<file path="config.mk">
export PLATFORM = sky130hd
export DESIGN_NAME = sensor_frame_crc_check_top
export DESIGN_NICKNAME = d
export VERILOG_FILES = /design/src/hw/rtl/sfcc_pkg.sv /design/src/hw/rtl/sensor_frame_crc_check_top.sv
export SDC_FILE = /design/constraint.sdc
export NUM_CORES = 1
export LEC_CHECK = 0
export BUFFER_PORTS_ARGS = -buffer_cell sky130_fd_sc_hd__buf_2
export CAP_MARGIN = 20
export CORE_ASPECT_RATIO = 1.75
export CORE_MARGIN = 2
export CORE_UTILIZATION = 50
export DETAILED_ROUTE_END_ITERATION = 8
export PLACE_DENSITY = 0.69
export SETUP_SLACK_MARGIN = 0.2
export SYNTH_ARGS = -nofsm -noshare
export SYNTH_HDL_FRONTEND = slang
export SYNTH_SLANG_ARGS = --single-unit
</file>
<file path="constraint.sdc">
create_clock -name clk -period 10.29 [get_ports clk]
set_clock_uncertainty 0.1 [all_clocks]
set_input_delay 3.087 -clock clk [delete_from_list [all_inputs] [get_ports clk]]
set_output_delay 3.087 -clock clk [all_outputs]
set_load 0.01 [all_outputs]
</file>
<file path="src/hw/rtl/sfcc_pkg.sv">
// Package with the widths, codes and CRC function of the sensor frame CRC check.
package sfcc_pkg;

  localparam int unsigned ByteW   = 8;
  localparam int unsigned WordW   = 16;
  localparam int unsigned StatusW = 2;
  localparam int unsigned PosW    = 3;

  // Output tdata: temperature, humidity, status, padded to whole bytes.
  localparam int unsigned OutFieldsW = 2 * WordW + StatusW;
  localparam int unsigned OutDataW   = ((OutFieldsW + 7) / 8) * 8;

  localparam logic [ByteW-1:0] CrcPoly  = 8'h31;
  localparam logic [ByteW-1:0] CrcInit  = 8'hFF;
  localparam logic [WordW-1:0] WordInit = 16'hFFFF;

  localparam logic [PosW-1:0] PosTempHi  = 3'd0;
  localparam logic [PosW-1:0] PosTempLo  = 3'd1;
  localparam logic [PosW-1:0] PosTempCrc = 3'd2;
  localparam logic [PosW-1:0] PosHumHi   = 3'd3;
  localparam logic [PosW-1:0] PosHumLo   = 3'd4;
  localparam logic [PosW-1:0] PosHumCrc  = 3'd5;
  localparam logic [PosW-1:0] PosFull    = 3'd6;
  localparam logic [PosW-1:0] PosMax     = 3'd7;

  typedef enum logic [StatusW-1:0] {
    STATUS_OK    = 2'd0,
    STATUS_COUNT = 2'd1,
    STATUS_CRC   = 2'd2
  } status_t;

  // One byte of CRC-8, MSB first, unrolled over the eight bits.
  function automatic logic [ByteW-1:0] crc8_update(input logic [ByteW-1:0] crc,
                                                    input logic [ByteW-1:0] b);
    logic [ByteW-1:0] c;
    c = crc ^ b;
    for (int i = 0; i < ByteW; i++) begin
      if (c[ByteW-1]) begin
        c = {c[ByteW-2:0], 1'b0} ^ CrcPoly;
      end else begin
        c = {c[ByteW-2:0], 1'b0};
      end
    end
    return c;
  endfunction

endpackage

</file>
<file path="src/hw/rtl/sensor_frame_crc_check_top.sv">
// Sensor frame CRC check: frame tracking, CRC and word store with an output register.
//
// The block takes a six-byte sensor reply one byte per transfer: a big-endian
// temperature word and its CRC-8 byte, then a humidity word and its CRC-8 byte
// (polynomial 0x31, initial value 0xFF, no final XOR). s_tuser marks the first
// byte of a reply and s_tlast its final byte; after a final byte the next byte
// starts a new reply even without the start mark. Each transfer with s_tlast
// yields one result transfer holding the stored words and a status (ok, wrong
// byte count, CRC error); only a good reply replaces the stored words, which
// come out of reset as 0xFFFF. One byte is taken in every cycle: the CRC update
// and framing logic are combinational and load the state registers directly, and the single
// output register stalls the input only while a result is held and not taken.
module sensor_frame_crc_check_top (
  input  logic                          clk,
  input  logic                          rst,
  input  logic                          s_tvalid,
  output logic                          s_tready,
  input  logic [sfcc_pkg::ByteW-1:0]    s_tdata,   // [7:0] data_byte
  input  logic                          s_tuser,   // [0] frame_start
  input  logic                          s_tlast,   // frame_end
  output logic                          m_tvalid,
  input  logic                          m_tready,
  output logic [sfcc_pkg::OutDataW-1:0] m_tdata    // [15:0] temperature_raw,
                                                   // [31:16] humidity_raw,
                                                   // [33:32] status, rest zero
);
  import sfcc_pkg::*;

  logic [PosW-1:0]  byte_position, byte_position_next;
  logic [ByteW-1:0] crc_register, crc_register_next;
  logic             check_failed, check_failed_next;
  logic [WordW-1:0] word_assembly, word_assembly_next;
  logic [WordW-1:0] pending_temperature, pending_temperature_next;
  logic [WordW-1:0] stored_temperature, stored_temperature_next;
  logic [WordW-1:0] stored_humidity, stored_humidity_next;
  status_t          status_next;

  logic [PosW-1:0]  pos_cur;
  logic [ByteW-1:0] crc_cur;
  logic             fail_cur;
  logic [ByteW-1:0] crc_byte;
  logic             s_accept;

  assign s_tready = !m_tvalid || m_tready;
  assign s_accept = s_tvalid && s_tready;

  // A start mark clears the framing state before its own byte is taken.
  assign pos_cur  = s_tuser ? PosTempHi : byte_position;
  assign crc_cur  = s_tuser ? CrcInit : crc_register;
  assign fail_cur = s_tuser ? 1'b0 : check_failed;
  assign crc_byte = crc8_update(crc_cur, s_tdata);

  always_comb begin
    byte_position_next       = pos_cur;
    crc_register_next        = crc_cur;
    check_failed_next        = fail_cur;
    word_assembly_next       = word_assembly;
    pending_temperature_next = pending_temperature;
    stored_temperature_next  = stored_temperature;
    stored_humidity_next     = stored_humidity;
    status_next              = STATUS_OK;

    unique case (pos_cur)
      PosTempHi, PosHumHi: begin
        word_assembly_next = {s_tdata, {ByteW{1'b0}}};
        crc_register_next  = crc_byte;
      end
      PosTempLo, PosHumLo: begin
        word_assembly_next = {word_assembly[WordW-1 -: ByteW], s_tdata};
        crc_register_next  = crc_byte;
      end
      PosTempCrc: begin
        check_failed_next        = fail_cur || (s_tdata != crc_cur);
        pending_temperature_next = word_assembly;
        crc_register_next        = CrcInit;
      end
      PosHumCrc: begin
        check_failed_next = fail_cur || (s_tdata != crc_cur);
      end
      default: begin
      end
    endcase

    // The count saturates: seven means seven or more bytes.
    if (pos_cur != PosMax) begin
      byte_position_next = pos_cur + 1'b1;
    end

    if (s_tlast) begin
      priority if (byte_position_next != PosFull) begin
        status_next = STATUS_COUNT;
      end else if (check_failed_next) begin
        status_next = STATUS_CRC;
      end else begin
        status_next             = STATUS_OK;
        stored_temperature_next = pending_temperature_next;
        stored_humidity_next    = word_assembly_next;
      end
      byte_position_next = PosTempHi;
      crc_register_next  = CrcInit;
      check_failed_next  = 1'b0;
    end
  end

  always_ff @(posedge clk) begin
    if (rst) begin
      byte_position      <= PosTempHi;
      crc_register       <= CrcInit;
      check_failed       <= 1'b0;
      stored_temperature <= WordInit;
      stored_humidity    <= WordInit;
    end else if (s_accept) begin
      byte_position      <= byte_position_next;
      crc_register       <= crc_register_next;
      check_failed       <= check_failed_next;
      stored_temperature <= stored_temperature_next;
      stored_humidity    <= stored_humidity_next;
    end
  end

  always_ff @(posedge clk) begin
    if (s_accept) begin
      word_assembly       <= word_assembly_next;
      pending_temperature <= pending_temperature_next;
    end
  end

  // Output register; it loads only on the final byte of a reply.
  always_ff @(posedge clk) begin
    if (rst) begin
      m_tvalid <= 1'b0;
    end else if (s_accept && s_tlast) begin
      m_tvalid <= 1'b1;
    end else if (m_tready) begin
      m_tvalid <= 1'b0;
    end
  end

  always_ff @(posedge clk) begin
    if (s_accept && s_tlast) begin
      m_tdata <= {{(OutDataW - OutFieldsW){1'b0}}, status_next,
                  stored_humidity_next, stored_temperature_next};
    end
  end

  // A final byte always leaves the framing state cleared.
  a_clear_after_last: assert property (@(posedge clk) disable iff (rst)
    (s_accept && s_tlast) |=> (byte_position == PosTempHi && crc_register == CrcInit
                               && !check_failed))
    else $error("framing state not cleared after final byte");

  // A held result always shows the words currently stored.
  a_result_matches_store: assert property (@(posedge clk) disable iff (rst)
    m_tvalid |-> (m_tdata[WordW-1:0] == stored_temperature
                  && m_tdata[2*WordW-1:WordW] == stored_humidity))
    else $error("result words differ from stored words");

  // Stored words change only on a final byte that reports ok.
  a_store_only_on_ok: assert property (@(posedge clk) disable iff (rst)
    !(s_accept && s_tlast && status_next == STATUS_OK)
      |=> ($stable(stored_temperature) && $stable(stored_humidity)))
    else $error("stored words changed without a good reply");

  // Every final byte produces a result in the next cycle.
  a_last_gives_result: assert property (@(posedge clk) disable iff (rst)
    (s_accept && s_tlast) |=> m_tvalid)
    else $error("final byte produced no result");

endmodule

</file>
### Word level (Yosys, flattened, before mapping)

Index checks and enable logic that the tools add are counted.

* bits of input ports: 14
* RAM bits: 0
* ROM bits: 0
* register bits: 111
* memories: 0
* latch bits: 0

* divide/modulo/power cells: 0
* bitwise operators: 10
* $add $sub $neg: 1
* reduce and logical (&&, ||, !) cells: 12
* $mul: 0
* multiplexer cells: 29
* order comparisons: 0
* equality and inequality tests: 8
* shifts and indexed selects: 0

Operators by type and width (count)
* $mux W16: 7
* $mux W6: 8
* $pmux W16 S2: 1
* $not A3 Y3: 8
* $mux W8: 2
* $pmux W8 S2: 1
* $mux W3: 3
* $ne A8 B8 Y1: 1
* $reduce_or A2 Y1: 4
* $xor A8 B8 Y8: 1
* $eq A3 B2 Y1 const B: 2
* $eq A3 B3 Y1 const B: 2
* $mux W1: 6
* $ne A3 B3 Y1 const B: 2
* $reduce_or A4 Y1: 1
* $add A3 B1 Y3 const B: 1
* $eq A3 B1 Y1 const B: 1
* $logic_not A3 Y1: 1
* $logic_and A1 B1 Y1: 2
* $logic_or A1 B1 Y1: 2
* $mux W2: 1
* $reduce_bool A2 Y1: 1
* $logic_not A1 Y1: 1
* $not A1 Y1: 1

### Longest topological paths before layout

* depth in word-level cells: 20
* gate-level depth with buffers: 9
* gate-level depth less buffers: 8

### Worst setup path before layout

Ideal clock, no wire load.

* path type: input-to-output
* start: in m_tready
* end: out s_tready
* setup slack: 3.833 ns
* cell stages on the path: 1
* data required time: 7.103 ns
* data arrival time: 3.270 ns
* path through: nand2b_1

* cells in the longest elaborated chain, start to end: 1

Ends and longest elaborated chain
* from (decl): RTL line sensor_frame_crc_check_top.sv:22 `input logic m_tready,`
* $logic_or A1 B1 Y1: RTL line sensor_frame_crc_check_top.sv:44 `assign s_tready = !m_tvalid || m_tready;`
* to (decl): RTL line sensor_frame_crc_check_top.sv:17 `output logic s_tready,`

No other way between the ends.

### Final worst setup path

Same ends and word-level chain as after synthesis.

==> impl_metrics.json <==
{
  "status": "completed",
  "grt_pass1_wl_um": 17950,
  "die_area_mm2": 0.01168,
  "async_flop_share": 0,
  "antenna_found_initial": 0,
  "cts_tree": "yes",
  "grt_use_total": 0.2054,
  "core-area_mm2": 0.01064,
  "tightestPinTransition_ns": 0.8712,
  "yosysWarnings": 0,
  "clk_pin_slew_ns": 0.07,
  "cts_root_buffer": "clkbuf_16",
  "netlist_area_mm2": 0.005399,
  "hpwl_um": 7476,
  "path_cells": "buf_2, nand2b_1, buf_2",
  "drt_iter0_drc": 301,
  "yosys.area.top_type_share": 0.3671,
  "crit_fanout": 3,
  "die_h_um": 141.5,
  "drv_cap": 0,
  "die_w_um": 82.55,
  "cts_hold_buf": 0,
  "drv_slew": 0,
  "grt_pass1_vias": 3540,
  "diodes": 0,
  "post-route-period-util": 0.6485,
  "seq_area_frac_synth": 0.5340,
  "placed_area_mm2": 0.005633,
  "drc": 0,
  "critPathBufInv": 2,
  "fin_nets": 494,
  "cp.arrival_ns": 3.49,
  "hp-class": "reg -> reg",
  "ys.flop_type": "edfxtp_1",
  "start_util": 0.5076,
  "setup.worst_path.class": "in -> out",
  "end_kind": "output port",
  "synth_edf_count": 66,
  "layout_min_cycle_time_ns": 6.673,
  "synth.most_common_cell": "nor2_1",
  "cts_buffer_depth": 2,
  "finalSetupTns_ns": 0,
  "hold_violations": 0,
  "gp_congestion": 0.8702,
  "post_cts.repair.setup_buffers": 0,
  "irDropWorstVdd_mv": 0.09476,
  "grt-ovfl-total": 0,
  "routed_wl_um": 11090,
  "powerDensity_mw_per_mm2": 162.2,
  "cts_sinks": 111,
  "slew_headroom": 0.4192,
  "crit_family": "buffers and inverters",
  "io_pins": 56,
  "fin_util": 0.5585,
  "fmax_ghz": 0.1499,
  "drive_gt1_frac": 0.2680,
  "p_leak_nw": 2.390,
  "final_cells": 615,
  "dr_total_vias": 3444,
  "placed_cells": 599,
  "slowest_delay_ns": 0.16,
  "row_count": 50,
  "viasPerCell": 5.600,
  "synthTopCellsByArea": "edfxtp_1 (37%), dfxtp_1 (17%), mux2_4 (8.3%)",
  "htree_levels": 3,
  "grt_max_degree": 72,
  "ys_ff_latch": 111,
  "ys_top_cells_by_count": "nor2_1 (87), edfxtp_1 (66), dfxtp_1 (45), mux2i_1 (35), mux2_4 (30)",
  "cts_resized": 0,
  "clock_latency_ns": 0.35,
  "numPortBuffers": 49,
  "worst_ep_required_time_ns": 7.10,
  "synth_top_area_cell": "edfxtp_1",
  "drt-pass1-iter-count": 4,
  "setup_violations": 0,
  "n_fill_cell": 918,
  "syn_area_per_cell_um2": 12.11,
  "cts_made_buffers": 9,
  "rsz0062_at_grt": "no",
  "fin_area_mm2": 0.005939,
  "crit_slowest_cell": "nand2b_1",
  "antenna_left": 0,
  "wl_per_cell_um": 18.02,
  "path_common_cell": "buf_2",
  "areaGrowthSynthToFinish_pct": 10.01,
  "cp-start-kind": "input port",
  "ys_types": 46,
  "syn_inst": 446
}
-- worst reg2reg max path, stage by stage, from the launching register on --
cell and delay [ns]:
dfxtp_1 0.31, nand2b_1 0.10, nand2_1 0.20, inv_2 0.68
nand2_1 0.17, inv_1 0.49, buf_4 0.43, nor2_1 0.22
o21ai_0 0.21, o22a_1 0.17
-- worst paths after layout --
kind	from	slack, ns	end	cells after the start
setup / recovery	m_tready	3.62	s_tready	3
hold / removal	stored_temperature[1]$_SDFFE_PP1P_	0.42	stored_temperature[1]$_SDFFE_PP1P_	2
setup reg to reg	m_tvalid$_SDFFE_PP0P_	7.17	crc_register[1]$_SDFFE_PP1P_	9
hold reg to reg	stored_temperature[1]$_SDFFE_PP1P_	0.42	stored_temperature[1]$_SDFFE_PP1P_	2
-- sequential cells by signal, summed over array words and instances, names as in the netlist --
name,cells
check_failed,1
word_assembly,16
byte_position,3
stored_humidity,16
stored_temperature,16
m_tdata,34
crc_register,8
pending_temperature,16
m_tvalid,1
-- placed cells by master, fill, tap and decap left out, types with 6 or more instances in the layout --
cell,synthesis,routed
nor2b_1,6,6
mux2_2,26,26
buf_2,3,49
a22o_1,6,6
clkbuf_16,0,9
xnor2_1,18,18
mux2i_1,35,35
mux2_4,30,30
o21ai_0,6,6
a21oi_1,10,10
nand2_1,17,17
edfxtp_1,66,66
nor2_1,87,87
conb_1,1,6
a222oi_1,6,6
dfxtp_1,45,45
-- power breakdown --
group | switching [mW] | leakage (nW) | total, mW | internal, mW
logic | 0.0603 | 1.34 | 0.105 | 0.0446
registers | 0.0120 | 0.897 | 0.498 | 0.486
clock network | 0.162 | 0.152 | 0.360 | 0.198
-- cell type report --
cell class,count,area (um2),area share
Timing Repair Buffer,52,267.8,0.04508
Sequential cell,111,2883,0.4854
Clock buffer,11,242.7,0.04087
Tap cell,130,162.7,0.02739
Multi-Input combinational cell,300,2297,0.3868
Inverter,6,22.52,0.003792
Clock inverter,5,63.81,0.01074
-- logic make-up after synthesis --
kind of cell / Yosys count / share of synthesized area
AO/OA/AOI/OAI: 48 / 0.06652
buffers and inverters: 40 / 0.04403
multiplexers: 91 / 0.2025
AND/OR/NAND/NOR: 130 / 0.1066
XOR/XNOR: 25 / 0.04565
flip-flops: 111 / 0.5340
other: 1 / 0.0006946
-- layer usage --
layer,share of wire,wire [um],global-route usage
met2,0.54,5970,0.3625
met3,0.033,371,0.03562
met5,0,0,0
met4,0.031,342,0.08542
met1,0.40,4402,0.2386
-- metrics by stage --
stage / power, mW / setup WS, ns / hold WS [ns]
after floorplan: 0.5878 / 3.833 / 0.3811
after global placement: 0.6079 / 3.626 / 0.3928
after detailed placement: 0.6121 / 3.612 / 0.4108
after CTS: 0.9682 / 3.612 / 0.4242
after global routing: 0.9961 / 3.581 / 0.4514
final: 0.9632 / 3.617 / 0.4207
No activity file was read; power rests on OpenSTA's default activity.
